File: config.mk
export PLATFORM = sky130hd
export DESIGN_NAME = pcb_ctrl
export DESIGN_NICKNAME = d
export VERILOG_FILES = /design/src/hdl/pcb_pkg.sv /design/src/hdl/pcb_ctrl.sv
export SDC_FILE = /design/constraint.sdc
export NUM_CORES = 1
export LEC_CHECK = 0
export BUFFER_PORTS_ARGS = -buffer_cell sky130_fd_sc_hd__buf_4
export CORE_ASPECT_RATIO = 0.7
export CORE_UTILIZATION = 30
export CTS_BUF_LIST = sky130_fd_sc_hd__clkbuf_4
export DETAILED_ROUTE_END_ITERATION = 6
export MAX_ROUTING_LAYER = met4
export PLACE_DENSITY = 0.6
export SETUP_SLACK_MARGIN = 0.15
export SYNTH_ARGS = -nofsm -noshare
export SYNTH_HDL_FRONTEND = slang
export SYNTH_SLANG_ARGS = --single-unit
File: constraint.sdc
create_clock -name clk -period 2.8 [get_ports clk]
set_input_delay 0.42 -clock clk [delete_from_list [all_inputs] [get_ports clk]]
set_output_delay 0.42 -clock clk [all_outputs]
set_load 0.01 [all_outputs]
File: src/hdl/pcb_pkg.sv
// ----------------------------------------------------------------------------
// pcb_pkg
// shared types, codes and sizes of the particle cell binning unit
// ----------------------------------------------------------------------------
package pcb_pkg;

	localparam int NUM_CELLS_DEF  = 4096;
	localparam int COUNT_BITS_DEF = 16;

	localparam int POS_W   = 32;
	localparam int INV_W   = 32;
	localparam int ORG_W   = 16;
	localparam int LEN_W   = 12;
	localparam int IDX_W   = 12;
	localparam int OUTC_W  = 16;
	localparam int KEY_W   = 64;
	localparam int PROD_W  = 64;
	localparam int PADDR_W = 5;
	localparam int PDATA_W = 32;
	localparam int SDATA_W = 112;
	localparam int SUSER_W = 3;
	localparam int MDATA_W = 32;
	localparam int MUSER_W = 2;

	// commands
	localparam logic [1:0] CMD_CLEAR = 2'd0;
	localparam logic [1:0] CMD_BIN   = 2'd1;
	localparam logic [1:0] CMD_READ  = 2'd2;

	// geometry modes
	localparam logic [1:0] MODE_1D  = 2'd0;
	localparam logic [1:0] MODE_2D  = 2'd1;
	localparam logic [1:0] MODE_3D  = 2'd2;
	localparam logic [1:0] MODE_CYL = 2'd3;

	// register indexes
	localparam logic [2:0] REG_MODE    = 3'd0;
	localparam logic [2:0] REG_INV0    = 3'd1;
	localparam logic [2:0] REG_INV1    = 3'd2;
	localparam logic [2:0] REG_INV2    = 3'd3;
	localparam logic [2:0] REG_ORG0    = 3'd4;
	localparam logic [2:0] REG_ORG1    = 3'd5;
	localparam logic [2:0] REG_ORG2    = 3'd6;
	localparam logic [2:0] REG_LENGTHS = 3'd7;

	localparam logic [1:0] AXIS_0 = 2'd0;
	localparam logic [1:0] AXIS_1 = 2'd1;
	localparam logic [1:0] AXIS_2 = 2'd2;

	typedef struct packed {
		logic [1:0]                  mode;
		logic [2:0][INV_W-1:0]       inv_dx;
		logic [2:0][ORG_W-1:0]       origin;
		logic [LEN_W-1:0]            len1;
		logic [LEN_W-1:0]            len2;
	} cfg_t;

	typedef enum logic [2:0] {
		MUL_X, MUL_Y, MUL_Z, MUL_SQY, MUL_SQZ, MUL_RAD
	} mul_sel_t;

	typedef enum logic [1:0] {
		FOLD_NONE, FOLD_LOAD, FOLD_L1, FOLD_L2
	} fold_op_t;

	typedef enum logic [2:0] {
		FL_NONE, FL_ZERO, FL_READ, FL_BIN_OOR, FL_BIN_OK
	} flag_op_t;

	typedef struct packed {
		logic       load_item;
		logic       mul_en;
		mul_sel_t   mul_sel;
		fold_op_t   fold_op;
		logic [1:0] axis;
		logic       radial;
		logic       sum_load;
		logic       sqrt_init;
		logic       sqrt_step;
		logic       clr_step;
		logic       rd_idx;
		logic       rd_key;
		logic       inc_write;
		flag_op_t   flag_op;
		logic       out_load;
	} dp_cmd_t;

	typedef struct packed {
		logic [1:0] cmd;
		logic       excluded;
		logic [1:0] mode;
		logic       key_oor;
		logic       sqrt_done;
		logic       clr_done;
		logic       out_free;
	} dp_sts_t;

endpackage

File: src/hdl/pcb_ctrl.sv
// ----------------------------------------------------------------------------
// pcb_ctrl
// sequencer that walks each command through the datapath
// ----------------------------------------------------------------------------
module pcb_ctrl (
	input  logic              clk,
	input  logic              arst_n,
	input  logic              s_tvalid,
	output logic              s_tready,
	input  pcb_pkg::dp_sts_t  sts,
	output pcb_pkg::dp_cmd_t  cmd
);
	import pcb_pkg::*;

	typedef enum logic [4:0] {
		S_INIT, S_IDLE, S_DISPATCH, S_CLR, S_RD_ISSUE, S_RD_LATCH,
		S_MUL_X, S_C0, S_MUL_Y, S_C1, S_MUL_Z, S_C2,
		S_SQ_Y, S_SQ_Z, S_SUM, S_SQRT, S_MUL_R, S_CR,
		S_KEY, S_MEM_INC, S_OUT
	} state_t;

	state_t state_q;

	assign s_tready = (state_q == S_IDLE);

	always_ff @(posedge clk or negedge arst_n) begin
		if (!arst_n) begin
			state_q <= S_INIT;
		end else begin
			unique case (state_q)
				S_INIT:     if (sts.clr_done) state_q <= S_IDLE;
				S_IDLE:     if (s_tvalid) state_q <= S_DISPATCH;
				S_DISPATCH: begin
					priority if (sts.cmd == CMD_CLEAR) state_q <= S_CLR;
					else if (sts.cmd == CMD_READ) state_q <= S_RD_ISSUE;
					else if (sts.cmd == CMD_BIN && !sts.excluded) state_q <= S_MUL_X;
					else state_q <= S_OUT;
				end
				S_CLR:      if (sts.clr_done) state_q <= S_OUT;
				S_RD_ISSUE: state_q <= S_RD_LATCH;
				S_RD_LATCH: state_q <= S_OUT;
				S_MUL_X:    state_q <= S_C0;
				S_C0: begin
					unique case (sts.mode)
						MODE_1D:  state_q <= S_KEY;
						MODE_CYL: state_q <= S_SQ_Y;
						default:  state_q <= S_MUL_Y;
					endcase
				end
				S_MUL_Y:    state_q <= S_C1;
				S_C1:       state_q <= (sts.mode == MODE_3D) ? S_MUL_Z : S_KEY;
				S_MUL_Z:    state_q <= S_C2;
				S_C2:       state_q <= S_KEY;
				S_SQ_Y:     state_q <= S_SQ_Z;
				S_SQ_Z:     state_q <= S_SUM;
				S_SUM:      state_q <= S_SQRT;
				S_SQRT:     if (sts.sqrt_done) state_q <= S_MUL_R;
				S_MUL_R:    state_q <= S_CR;
				S_CR:       state_q <= S_KEY;
				S_KEY:      state_q <= sts.key_oor ? S_OUT : S_MEM_INC;
				S_MEM_INC:  state_q <= S_OUT;
				S_OUT:      if (sts.out_free) state_q <= S_IDLE;
				default:    state_q <= S_IDLE;
			endcase
		end
	end

	always_comb begin
		cmd           = '0;
		cmd.mul_sel   = MUL_X;
		cmd.fold_op   = FOLD_NONE;
		cmd.axis      = AXIS_0;
		cmd.flag_op   = FL_NONE;
		cmd.load_item = s_tready & s_tvalid;
		unique case (state_q)
			S_INIT:     cmd.clr_step = 1'b1;
			S_DISPATCH: cmd.flag_op = FL_ZERO;
			S_CLR:      cmd.clr_step = 1'b1;
			S_RD_ISSUE: cmd.rd_idx = 1'b1;
			S_RD_LATCH: cmd.flag_op = FL_READ;
			S_MUL_X:    begin cmd.mul_en = 1'b1; cmd.mul_sel = MUL_X; end
			S_C0:       begin cmd.fold_op = FOLD_LOAD; cmd.axis = AXIS_0; end
			S_MUL_Y:    begin cmd.mul_en = 1'b1; cmd.mul_sel = MUL_Y; end
			S_C1:       begin cmd.fold_op = FOLD_L1; cmd.axis = AXIS_1; end
			S_MUL_Z:    begin cmd.mul_en = 1'b1; cmd.mul_sel = MUL_Z; end
			S_C2:       begin cmd.fold_op = FOLD_L2; cmd.axis = AXIS_2; end
			S_SQ_Y:     begin cmd.mul_en = 1'b1; cmd.mul_sel = MUL_SQY; end
			S_SQ_Z: begin
				cmd.mul_en   = 1'b1;
				cmd.mul_sel  = MUL_SQZ;
				cmd.sum_load = 1'b1;
			end
			S_SUM:      cmd.sqrt_init = 1'b1;
			S_SQRT:     cmd.sqrt_step = 1'b1;
			S_MUL_R:    begin cmd.mul_en = 1'b1; cmd.mul_sel = MUL_RAD; end
			S_CR: begin
				cmd.fold_op = FOLD_L1;
				cmd.axis    = AXIS_1;
				cmd.radial  = 1'b1;
			end
			S_KEY: begin
				if (sts.key_oor)
					cmd.flag_op = FL_BIN_OOR;
				else
					cmd.rd_key = 1'b1;
			end
			S_MEM_INC: begin
				cmd.inc_write = 1'b1;
				cmd.flag_op   = FL_BIN_OK;
			end
			S_OUT:      cmd.out_load = sts.out_free;
			default: ;
		endcase
	end

endmodule

==> flow_summary.yaml <==
run_status:
  status: "completed"
power_and_ir_drop:
  peakVddDrop_v: 0.000227
  cellLeakagePower_nw: 0.474
  p_per_area_nw_per_um2: 886
floorplan:
  die-area_sq_um: 2770
  rows: 14
  io_pins: 34
  die_w_microns: 62.5
  core_area_sq_um: 2280
  die_h_microns: 44.3
  start_util_pct: 33.7
logic_synthesis:
  synth_top_cell_area_share_pct: 16.3
  yosysSeqAreaShare_pct: 16.3
  synth.most_common_cell: "nor2_1"
  syn_nets: 127
  synth_common_cells: "nor2_1 (16), o21ai_0 (12), a21oi_1 (7), nand2_1 (7)"
  synth_warnings: 0
  synth_ff_type: "dfrtp_1"
  synthSimpleGateAreaFrac_pct: 40.7
  synthAdderAreaFrac_pct: 0
  synth_top_family_by_area: "simple AND/OR/NAND/NOR gates"
  synth_cell_type_count: 41
  muxShareOfSynthArea_pct: 0
  synth_edf_count: 0
  synth-seq-cells: 5
  async_flop_share_pct: 100
  syn_area_sq_um: 768
  synth_xor_area_share_pct: 1.14
  yosysTopAreaCell: "dfrtp_1"
  syn_avg_cell_area_sq_um: 6.68
  syn_inst: 115
  synth_area_leaders: "dfrtp_1 (16%), o21ai_0 (7.8%), nor2_1 (7.8%)"
  synth_compound_area_share_pct: 32.4
worst_setup_path:
  cp-end-kind: "primary output"
  critical_path_buf_inv_count: 1
  crit_path_max_fanout: 25
  max_stage_delay_ps: 640
  required_ps: 2380
  critPathArrivalTime_ps: 1850
  start_kind: "flop"
  reg2reg_from: "state_q[1]"
  crit_chain: "nand2b_1 > o32ai_1 > buf_4"
  critical_path_class: "reg -> out"
  r2r_setup_slack_ps: 890
  r2r-end: "state_q[2]"
  path_delay_family: "flip-flops"
  cp_slowest_cell: "dfrtp_1"
  reg2regPathDepth: 5
routing:
  firstDrtPassIters: 4
  wirelength_microns: 2320
  viasPerCell: 5.45
  via_count: 959
  drtAntennaViolNets: 0
  drc: 0
  detail_route.wl_per_cell_microns: 13.2
  drt_iter0_drc: 28
timing:
  slew_headroom_pct: 50.4
  period_minus_slack_ps: 2270
  tns_ps: 0
  slew_violations: 0
  hold_viol: 0
  fin_skew_ps: 8.17
  setup_violations: 0
  tightest_slew_ps: 744
  timing.final.crit_share_pct: 81.1
  clock.fmax_mhz: 440
  layout_setup_ws_ps: 528
  rsz0062_at_grt: "false"
cts:
  clk_path_buf_depth: 2
  htreeDepth: 1
  worstSkewPairLatency_ps: 250
  numCtsBuffers: 3
  cts_root_buffer: "clkbuf_4"
  cts_tree: "done"
  cts_resized: 0
  cts_sinks: 5
  clkTransAtPathRegs_ps: 50
layout:
  top_register: "state_q"
  final_area_sq_um: 1040
  nets: 157
  antenna_cells: 0
  area.growth.synth_to_final_pct: 35.7
  drive_gt1_share_pct: 29.9
  final_util_pct: 45.8
  largest_reg_flops: 5
  reg_top3: "state_q (5)"
global_routing:
  grt_start_max_net_pins: 26
  first_global_vias: 829
  antenna_found_initial: 0
  gr-usage-all-layers_pct: 18.2
  grt_overflow_total: 0
  grt_pass1_wl_microns: 3860
place:
  place.gp.congestion: 0.835
  portBuffers: 33
  placed_area_sq_um: 1000
  dp_slack_ps: 815
  dp_hpwl_microns: 1730
worst_hold_path:
  hold_depth: 4
  hold_end: "state_q[4]"
  hp-start: "sts[0]"
  hold_class: "in -> reg"
job:
  max_cap_viol_count: 0
how the worst max path moves through the flow:
stage,cells past startpoint,end,startpoint,slack (ps)
after floorplan,7,cmd[19],state_q[3],1060
after global placement,3,cmd[2],state_q[1],870
after detailed placement,3,cmd[2],state_q[1],810
after CTS,3,cmd[2],state_q[1],550
after global routing,3,cmd[2],state_q[1],430
final,3,cmd[2],state_q[1],530
layout make-up:
| class | instances | area (sq um) |
|---|---|---|
| sequential | 5 | 125 |
| timing repair buffer | 34 | 258 |
| multi-input combinational | 96 | 571 |
| clock buffer | 4 | 30.0 |
| tap | 32 | 40.0 |
| inverter | 5 | 18.8 |
| fill | 241 | 1230 |
worst reg2reg max path: cells and delay by family (launching register included):
family / cells / cell delay (ps)
compound gates: 3 / 610
flops: 1 / 810
simple gates: 2 / 430
per-layer routing:
| layer | vias to the layer above | track usage (%) | routed length [microns] |
|---|---|---|---|
| met3 | 2 | 5.41 | 215 |
| met5 | - | - | 0 |
| met2 | 44 | 26.1 | 945 |
| met1 | 432 | 25.0 | 1140 |
| met4 | 0 | 4.19 | 14 |
| li1 | 481 | - | - |
metrics by stage:
stage	power (mW)	std cells	hold WS, ps
global placement	0.826	171	222
finish	0.924	176	450
CTS	0.923	176	446
detailed placement	0.822	171	223
global route	1.01	176	476
floorplan	0.648	115	124
what timing repair did:
| item | 4_1_cts | 5_1_grt |
|---|---|---|
| setup endpoints to repair | 0 | 0 |
| endpoints found under the hold margin | 5 | 0 |
| setup buffers | 0 | 0 |
| hold buffers | 1 | 0 |
logic make-up (layout without fill, tap and decap cells):
group / after synthesis / count (layout)
AO/OA/AOI/OAI: 38 / 38
buffers and inverters: 14 / 43
AND/OR/NAND/NOR: 57 / 57
XOR/XNOR: 1 / 1
flip-flops: 5 / 5
layout by cell type (no fill, tap or decap), drive strengths merged:
master / synthesis / routed
nor4b: 2 / 2
nor2b: 3 / 3
o211ai: 1 / 1
and3: 3 / 3
nor2: 17 / 17
nor3: 4 / 4
or2: 2 / 2
nand2: 7 / 7
o21a: 1 / 1
dfrtp: 5 / 5
a31oi: 3 / 3
a211oi: 3 / 3
inv: 5 / 5
or2b: 1 / 1
or3: 1 / 1
buf: 7 / 33
o22a: 1 / 1
dlygate4sd3: 0 / 1
nor4bb: 1 / 1
a22oi: 1 / 1
a211o: 1 / 1
nand3: 5 / 5
and4: 1 / 1
o32ai: 2 / 2
and2: 1 / 1
xor2: 1 / 1
nand2b: 5 / 5
nand3b: 1 / 1
o21ai: 14 / 14
clkbuf: 2 / 4
o221ai: 2 / 2
and3b: 2 / 2
nor4: 1 / 1
a21boi: 1 / 1
a221oi: 1 / 1
a21oi: 7 / 7
power by group:
part,internal (mW),total (mW),switching (mW)
clock network,0.0637,0.0956,0.0319
registers,0.0995,0.237,0.137
logic,0.278,0.591,0.314
total,0.441,0.924,0.483
(Power assumes the default switching activity.)
