`src/hdl/pcb_pkg.sv`:
```
// ----------------------------------------------------------------------------
// pcb_pkg
// shared types, codes and sizes of the particle cell binning unit
// ----------------------------------------------------------------------------
package pcb_pkg;

	localparam int NUM_CELLS_DEF  = 4096;
	localparam int COUNT_BITS_DEF = 16;

	localparam int POS_W   = 32;
	localparam int INV_W   = 32;
	localparam int ORG_W   = 16;
	localparam int LEN_W   = 12;
	localparam int IDX_W   = 12;
	localparam int OUTC_W  = 16;
	localparam int KEY_W   = 64;
	localparam int PROD_W  = 64;
	localparam int PADDR_W = 5;
	localparam int PDATA_W = 32;
	localparam int SDATA_W = 112;
	localparam int SUSER_W = 3;
	localparam int MDATA_W = 32;
	localparam int MUSER_W = 2;

	// commands
	localparam logic [1:0] CMD_CLEAR = 2'd0;
	localparam logic [1:0] CMD_BIN   = 2'd1;
	localparam logic [1:0] CMD_READ  = 2'd2;

	// geometry modes
	localparam logic [1:0] MODE_1D  = 2'd0;
	localparam logic [1:0] MODE_2D  = 2'd1;
	localparam logic [1:0] MODE_3D  = 2'd2;
	localparam logic [1:0] MODE_CYL = 2'd3;

	// register indexes
	localparam logic [2:0] REG_MODE    = 3'd0;
	localparam logic [2:0] REG_INV0    = 3'd1;
	localparam logic [2:0] REG_INV1    = 3'd2;
	localparam logic [2:0] REG_INV2    = 3'd3;
	localparam logic [2:0] REG_ORG0    = 3'd4;
	localparam logic [2:0] REG_ORG1    = 3'd5;
	localparam logic [2:0] REG_ORG2    = 3'd6;
	localparam logic [2:0] REG_LENGTHS = 3'd7;

	localparam logic [1:0] AXIS_0 = 2'd0;
	localparam logic [1:0] AXIS_1 = 2'd1;
	localparam logic [1:0] AXIS_2 = 2'd2;

	typedef struct packed {
		logic [1:0]                  mode;
		logic [2:0][INV_W-1:0]       inv_dx;
		logic [2:0][ORG_W-1:0]       origin;
		logic [LEN_W-1:0]            len1;
		logic [LEN_W-1:0]            len2;
	} cfg_t;

	typedef enum logic [2:0] {
		MUL_X, MUL_Y, MUL_Z, MUL_SQY, MUL_SQZ, MUL_RAD
	} mul_sel_t;

	typedef enum logic [1:0] {
		FOLD_NONE, FOLD_LOAD, FOLD_L1, FOLD_L2
	} fold_op_t;

	typedef enum logic [2:0] {
		FL_NONE, FL_ZERO, FL_READ, FL_BIN_OOR, FL_BIN_OK
	} flag_op_t;

	typedef struct packed {
		logic       load_item;
		logic       mul_en;
		mul_sel_t   mul_sel;
		fold_op_t   fold_op;
		logic [1:0] axis;
		logic       radial;
		logic       sum_load;
		logic       sqrt_init;
		logic       sqrt_step;
		logic       clr_step;
		logic       rd_idx;
		logic       rd_key;
		logic       inc_write;
		flag_op_t   flag_op;
		logic       out_load;
	} dp_cmd_t;

	typedef struct packed {
		logic [1:0] cmd;
		logic       excluded;
		logic [1:0] mode;
		logic       key_oor;
		logic       sqrt_done;
		logic       clr_done;
		logic       out_free;
	} dp_sts_t;

endpackage

```
`src/hdl/pcb_regs.sv`:
```
// ----------------------------------------------------------------------------
// pcb_regs
// configuration registers behind the register bus port
// ----------------------------------------------------------------------------
module pcb_regs (
	input  logic                          clk,
	input  logic                          arst_n,
	input  logic                          psel,
	input  logic                          penable,
	input  logic                          pwrite,
	input  logic [pcb_pkg::PADDR_W-1:0]   paddr,
	input  logic [pcb_pkg::PDATA_W-1:0]   pwdata,
	output logic [pcb_pkg::PDATA_W-1:0]   prdata,
	output logic                          pready,
	output pcb_pkg::cfg_t                 cfg
);
	import pcb_pkg::*;

	cfg_t       cfg_q;
	logic       wr_en;
	logic [2:0] reg_idx;

	assign pready  = 1'b1;
	assign wr_en   = psel & penable & pwrite;
	assign reg_idx = paddr[4:2];
	assign cfg     = cfg_q;

	always_ff @(posedge clk or negedge arst_n) begin
		if (!arst_n) begin
			cfg_q.mode   <= MODE_1D;
			cfg_q.inv_dx <= {3{INV_W'(65536)}};
			cfg_q.origin <= '0;
			cfg_q.len1   <= '0;
			cfg_q.len2   <= '0;
		end else if (wr_en) begin
			unique case (reg_idx)
				REG_MODE:    cfg_q.mode      <= pwdata[1:0];
				REG_INV0:    cfg_q.inv_dx[0] <= pwdata;
				REG_INV1:    cfg_q.inv_dx[1] <= pwdata;
				REG_INV2:    cfg_q.inv_dx[2] <= pwdata;
				REG_ORG0:    cfg_q.origin[0] <= pwdata[ORG_W-1:0];
				REG_ORG1:    cfg_q.origin[1] <= pwdata[ORG_W-1:0];
				REG_ORG2:    cfg_q.origin[2] <= pwdata[ORG_W-1:0];
				REG_LENGTHS: begin
					cfg_q.len1 <= pwdata[LEN_W-1:0];
					cfg_q.len2 <= pwdata[2*LEN_W-1:LEN_W];
				end
				default: ;
			endcase
		end
	end

	always_comb begin
		unique case (reg_idx)
			REG_MODE:    prdata = {30'd0, cfg_q.mode};
			REG_INV0:    prdata = cfg_q.inv_dx[0];
			REG_INV1:    prdata = cfg_q.inv_dx[1];
			REG_INV2:    prdata = cfg_q.inv_dx[2];
			REG_ORG0:    prdata = 32'(signed'(cfg_q.origin[0]));
			REG_ORG1:    prdata = 32'(signed'(cfg_q.origin[1]));
			REG_ORG2:    prdata = 32'(signed'(cfg_q.origin[2]));
			REG_LENGTHS: prdata = {8'd0, cfg_q.len2, cfg_q.len1};
			default:     prdata = '0;
		endcase
	end

endmodule

```
`config.mk`:
```
export PLATFORM = sky130hd
export DESIGN_NAME = pcb_regs
export DESIGN_NICKNAME = d
export VERILOG_FILES = /design/src/hdl/pcb_pkg.sv /design/src/hdl/pcb_regs.sv
export SDC_FILE = /design/constraint.sdc
export NUM_CORES = 1
export LEC_CHECK = 0
export ABC_AREA = 1
export BUFFER_PORTS_ARGS = -buffer_cell sky130_fd_sc_hd__buf_2
export CAP_MARGIN = 20
export CORE_MARGIN = 2
export CORE_UTILIZATION = 52
export DETAILED_ROUTE_END_ITERATION = 6
export PLACE_DENSITY = 0.79
export SYNTH_ARGS = -nofsm -noshare
export SYNTH_HDL_FRONTEND = slang
export SYNTH_SLANG_ARGS = --single-unit
```
`constraint.sdc`:
```
create_clock -name clk -period 1.9 [get_ports clk]
set_input_delay 0.38 -clock clk [delete_from_list [all_inputs] [get_ports clk]]
set_output_delay 0.38 -clock clk [all_outputs]
set_load 0.01 [all_outputs]
```
==> impl_metrics.ini, run 1 <==
[run_status]
status = finished with violations
violations = negative setup slack

[synthesis]
synth_edf_count = 0
synth_top_area_frac = 0.528
synth-seq-cells = 170
synth_area_per_cell_um2 = 7.96
ys.flop_type = dfrtp_1
synthesis.nets = 1035
postSynthCellCount = 993
synth.most_common_cell = nand2_1
ys_top_cells_by_area = dfrtp_1 (53%), nand2_1 (12%), o21ai_0 (9.0%)
ys_async_sr_fraction = 1.00
ys_seq_area_frac = 0.538
ys_types = 25
synth_top_cell_by_area = dfrtp_1
yosysWarnings = 0
syn_area_um2 = 7910
yosys-top-cells-count = nand2_1 (260), dfrtp_1 (167), o21ai_0 (143), nor2_1 (109), inv_1 (101)

[min_path]
hp-class = in2reg

[cts]
root_buffer = clkbuf_16
clk_path_buf_depth = 2
htreeDepth = 4
cts_tree = yes
clk_latency_ns = 0.42
cts_buffers = 17
cts_sinks = 170
clk_transition_reported_paths_ns = 0.06

[detailed_routing]
vias = 7931
met2_length_um = 12000
wl_per_cell_um = 17.0
drt_iter0_markers = 597
antenna_left = 0
met1_length_um = 10200
top_layer_used = met4
met3_length_um = 1860
routed_wirelength_um = 24800
dr.pass1.iters = 5
viasPerCell = 5.43
post-route-drc-count = 0

[sta]
timing.hold.ws_ns = 0.175
fmaxAchievable_mhz = 521
finClkSkew_ns = 0
final_hold_viol_count = 0
min_period_ns = 1.92
setup_ws_ns = -0.0181
fin_crit_sh = 1.01
setup_violations = 11
slew_violations = 0
rsz0062_at_grt = yes

[place]
place_area_um2 = 9590
dp_hpwl_um = 17100
port_buffers = 241
gp_congestion = 0.841

[worst_setup_path]
reg2reg_to = cfg[39]
arrival_ns = 1.54
startpoint = cfg[71]
reg2regPathDepth = 3
cp-start-kind = flip-flop
setup.worst_path.end_class = output port
crit_end = prdata[30]
rrSetupSlack_ns = 1.09
r2r_start = cfg[39]
worstPathRequired_ns = 1.52
cp_max_fo = 8
crit_type = reg2out

[pwr]
powerDensity_nw_per_um2 = 1080
vdd_ir_drop_max_v = 0.000681
power.leakage_uw = 0.00572

[global_routing]
antenna_found_initial = 0
grt_pass1_vias = 7437
grt_max_degree = 51
gr-total-overflow = 0
grt_pass1_wl_um = 38200
grt_usage = 0.304

[cells_and_area]
drive_gt1_frac = 0.292
diodes = 0
regArea_um2 = 4260
multi_input_area_um2 = 3010
fill_cells = 1224
fin_area_um2 = 10500
syn_to_final_growth_pct = 32.3
nNetsFinal = 1301
largest_register_ffs = 170

[die]
core_um2 = 15000
start_util = 0.526
die_area_um2 = 16200
die_w_um = 127
ios = 245
core.rowCount = 45
fp.dieH_um = 127

[run]
maxCapViolations = 0
metal layers:
metal  vias to the layer above  GRT usage
li1                       3726          -
met1                      3796      0.396
met2                       351      0.488
met3                        58     0.0695
met4                         0      0.142
met5                         -          0
per-stage QoR:
stage | utilization | cells | setup TNS (ns) | setup WS [ns] | power (uW)
after floorplan | - | 993 | 0 | 0.147 | 6230
after global routing | 0.696 | 1460 | -1.42 | -0.0935 | 11900
after global placement | 0.638 | 1414 | -1.50 | -0.0780 | 7550
final | 0.696 | 1460 | -0.0560 | -0.0181 | 11300
after detailed placement | 0.638 | 1414 | -2.95 | -0.0957 | 7640
after CTS | 0.685 | 1451 | -0.0276 | -0.0144 | 11300
cell usage in the layout (no fill, tap or decap), types with 7 or more instances in the layout:
master and n:
a21oi_1 19, buf_12 11, buf_2 235, buf_4 46, buf_6 14, clkbuf_16 17, dfrtp_1 167, inv_1 99
nand2_1 252, nand2_2 7, nand3_1 14, nand4_1 57, nor2_1 103, nor2_2 7, o21ai_0 131, o21ai_1 52
critical path, stage by stage, from the launching register on:
cell     delay [ns]
dfrtp_1        0.41
nand4_1        0.14
inv_1          0.09
nor2_4         0.25
nand2_1        0.09
buf_2          0.14
worst min-delay path by stage:
stage / from / to / cells after the start
detailed placement: arst_n / cfg[93] / 1
finish: pwdata[4] / cfg[44] / 3
global placement: arst_n / cfg[93] / 1
CTS: pwdata[4] / cfg[44] / 3
global route: pwdata[4] / cfg[44] / 3
floorplan: arst_n / cfg[0] / 0
where the power goes:
group,internal [uW],switching [uW]
logic,1140,1620
clock network,2180,1420
registers,4340,604
layout make-up:
type | instances | share of cell area
Clock buffer | 22 | 0.0453
Clock inverter | 10 | 0.0134
Inverter | 104 | 0.0384
Multi-Input combinational cell | 657 | 0.288
Sequential cell | 170 | 0.407
Tap cell | 188 | 0.0225
Timing Repair Buffer | 309 | 0.185
logic make-up after synthesis:
group | Yosys count | share of synthesized area
simple gates | 453 | 0.244
buf+inv | 166 | 0.0880
compound gates | 203 | 0.129
flops | 170 | 0.538
other cells | 1 | 0.000474
repair_timing:
| action | CTS | global route |
|---|---|---|
| pin swaps | 5 | 7 |
| endpoints found under the setup margin | 32 | 32 |
| hold buffers | 1 | 0 |
| buffers inserted | 3 | 8 |
| endpoints found under the hold margin | 36 | 0 |
| cloned | 1 | 1 |
| gates resized for setup | 22 | 39 |
(Power assumes the default switching activity.)
==> run 2: changes to the inputs <==
Settings changed: ABC_AREA 1 to unset.
==> run 2 against run 1 <==
Net effect:
- the flow still finishes with violations (negative setup slack)
- first-iteration DRC count shrank 43%
- worst setup slack lost 0.14 ns
- clock skew is the same
- largest power group unchanged
==> impl_metrics.ini, run 2 <==
[cts]
cts_tree = yes
cts_buffers = 17
htreeDepth = 4
cts_sinks = 170
clk_transition_reported_paths_ns = 0.06
root_buffer = clkbuf_16
clk_latency_ns = 0.43
clk_path_buf_depth = 2

[cells_and_area]
fin_area_um2 = 11500
fill_cells = 963
final_cell_mix = buf_2 (233), mux2_2 (168), dfrtp_1 (167)
mostFrequentLayoutCell = buf_2
regArea_um2 = 4260
syn_to_final_growth_pct = 41.7
largest_register_ffs = 170
diodes = 0
multi_input_area_um2 = 3910
drive_gt1_frac = 0.692
stdcell_count = 1148
nNetsFinal = 966

[synthesis]
synth_area_per_cell_um2 = 14.0
synthXorXnorAreaFrac = 0
synthesis.nets = 623
synth.most_common_cell = mux2_2
synth-seq-cells = 170
synth_fa_ha_area_frac = 0
ys.flop_type = dfrtp_1
synth_mux_area_frac = 0.309
ys_types = 40
synth_top_area_frac = 0.513
postSynthCellCount = 581
synth_top_family_by_area = multiplexers
yosys-top-cells-count = mux2_2 (180), dfrtp_1 (167), mux2i_1 (34), buf_4 (19)
synth_edf_count = 0
synth_top_cell_by_area = dfrtp_1
synth_compound_area_frac = 0.0669
ys_top_cells_by_area = dfrtp_1 (51%), mux2_2 (25%), mux2i_1 (4.2%)
yosysWarnings = 0
syn_area_um2 = 8140
synthSimpleGateAreaFrac = 0.0606
ys_seq_area_frac = 0.523
ys_async_sr_fraction = 1.00

[worst_setup_path]
r2r_start = cfg[61]
worstPathRequired_ns = 1.52
reg2regPathDepth = 3
cp_top_family = buffers and inverters
arrival_ns = 1.68
crit_path_max_incr_delay_ns = 0.36
crit_path_frequent_cell = buf_6
reg2reg_to = cfg[61]
setup.worst_path.end_class = output port
cp-start-kind = flip-flop
cp_max_fo = 8
cpMaxStageDelayCell = dfrtp_1
crit_type = reg2out
path_buf_inv = 3
path_cells = mux2i_1 > o21a_2 > buf_6 > buf_16 > o21ai_4 > buf_6
rrSetupSlack_ns = 0.87

[detailed_routing]
dr.pass1.iters = 4
viasPerCell = 5.70
post-route-drc-count = 0
antenna_left = 0
drt_iter0_markers = 342
routed_wirelength_um = 25300
vias = 6547
wl_per_cell_um = 22.0

[sta]
fmaxAchievable_mhz = 486
timing.hold.ws_ns = 0.202
setup_violations = 32
slew-limit-headroom = 0.644
rsz0062_at_grt = yes
min_period_ns = 2.06
worstMarginPinSlew_ns = 0.534
final_hold_viol_count = 0
finClkSkew_ns = 0
slew_violations = 0
fin_crit_sh = 1.08
setup_ws_ns = -0.158

[global_routing]
grt_pass1_vias = 6770
grt_max_degree = 54
grt_pass1_wl_um = 38200
antenna_found_initial = 1
gr-total-overflow = 0
grt_usage = 0.303

[die]
fp.dieH_um = 129
ios = 245
die_area_um2 = 16700
die_w_um = 129
core_um2 = 15300
start_util = 0.533
core.rowCount = 45

[min_path]
hp-class = in2reg
min_from = pwdata[30]
hold_path_depth = 2
holdPathEnd = cfg[102]

[pwr]
powerDensity_nw_per_um2 = 1040
combinationalPowerShare = 0.305
power_frac_seq = 0.408
switching_share = 0.309
vdd_ir_drop_max_v = 0.000717
p_int_uw = 8290
power.total_uw = 12000
clockPowerShare = 0.287
power.leakage_uw = 0.00583
p_switching_uw = 3700

[place]
dp.cells = 1045
gp_congestion = 0.857
dp_hpwl_um = 16500
place_area_um2 = 9950
port_buffers = 241

[run_status]
status = finished with violations
violations = negative setup slack

[run]
maxCapViolations = 0
[run 2: how the worst max path moves through the flow]
stage                     cells after the start     start    endpoint
after floorplan                               5  paddr[2]  prdata[13]
after global placement                        6  paddr[3]   prdata[5]
after detailed placement                      6  paddr[3]   prdata[5]
after CTS                                     4   cfg[53]  prdata[13]
after global routing                          6   cfg[71]  prdata[26]
final                                         6   cfg[71]  prdata[31]
[run 2: metrics by stage]
stage	TNS, ns	setup WS, ns	util
after floorplan	0	0.0722	-
after global placement	-2.85	-0.136	0.652
after detailed placement	-4.75	-0.214	0.652
after CTS	-2.59	-0.184	0.737
after global routing	-3.90	-0.199	0.756
final	-2.50	-0.158	0.756
[run 2: what timing repair did]
item | CTS | global route
pin swaps | 15 | 4
hold buffers | 1 | 0
buffers inserted | 52 | 16
gates resized for setup | 67 | 41
hold endpoints to repair | 46 | 0
endpoints found under the setup margin | 32 | 32
gates cloned | 3 | 0
[run 2: power by group through the flow]
stage	logic [uW]	registers [uW]	clock network [uW]
3_5_place_dp	2890	4970	0
2_1_floorplan	1200	5190	0
6_report	3660	4890	3440
4_1_cts	3470	4850	3470
3_3_place_gp	2810	4900	0
5_1_grt	3920	4970	3610
[run 2: kinds of logic (layout without fill, tap and decap cells)]
logic type	Yosys count	count (layout)
multiplexers	223	223
buffers and inverters	46	402
AO/OA/AOI/OAI	77	77
AND/OR/NAND/NOR	64	64
other	1	1
flip-flops	170	170
[run 2: area by class of cell]
class	instances	share of cell area
Sequential cell	170	0.369
Multi-Input combinational cell	365	0.339
Timing Repair Buffer	368	0.218
Clock buffer	21	0.0399
Tap cell	211	0.0229
Clock inverter	11	0.0105
Inverter	2	0.000976
[run 2: per-layer routing]
layer,track usage,routed length [um],up-vias
li1,-,-,2875
met1,0.386,10500,3349
met2,0.512,12800,287
met3,0.0677,1670,34
met4,0.110,372,2
met5,0,11,-
[run 2: worst register-to-register path, delay by kind of cell (launching register included)]
family,cells,cell delay [ns]
mux,1,0.25
flops,1,0.40
buf+inv,2,0.27
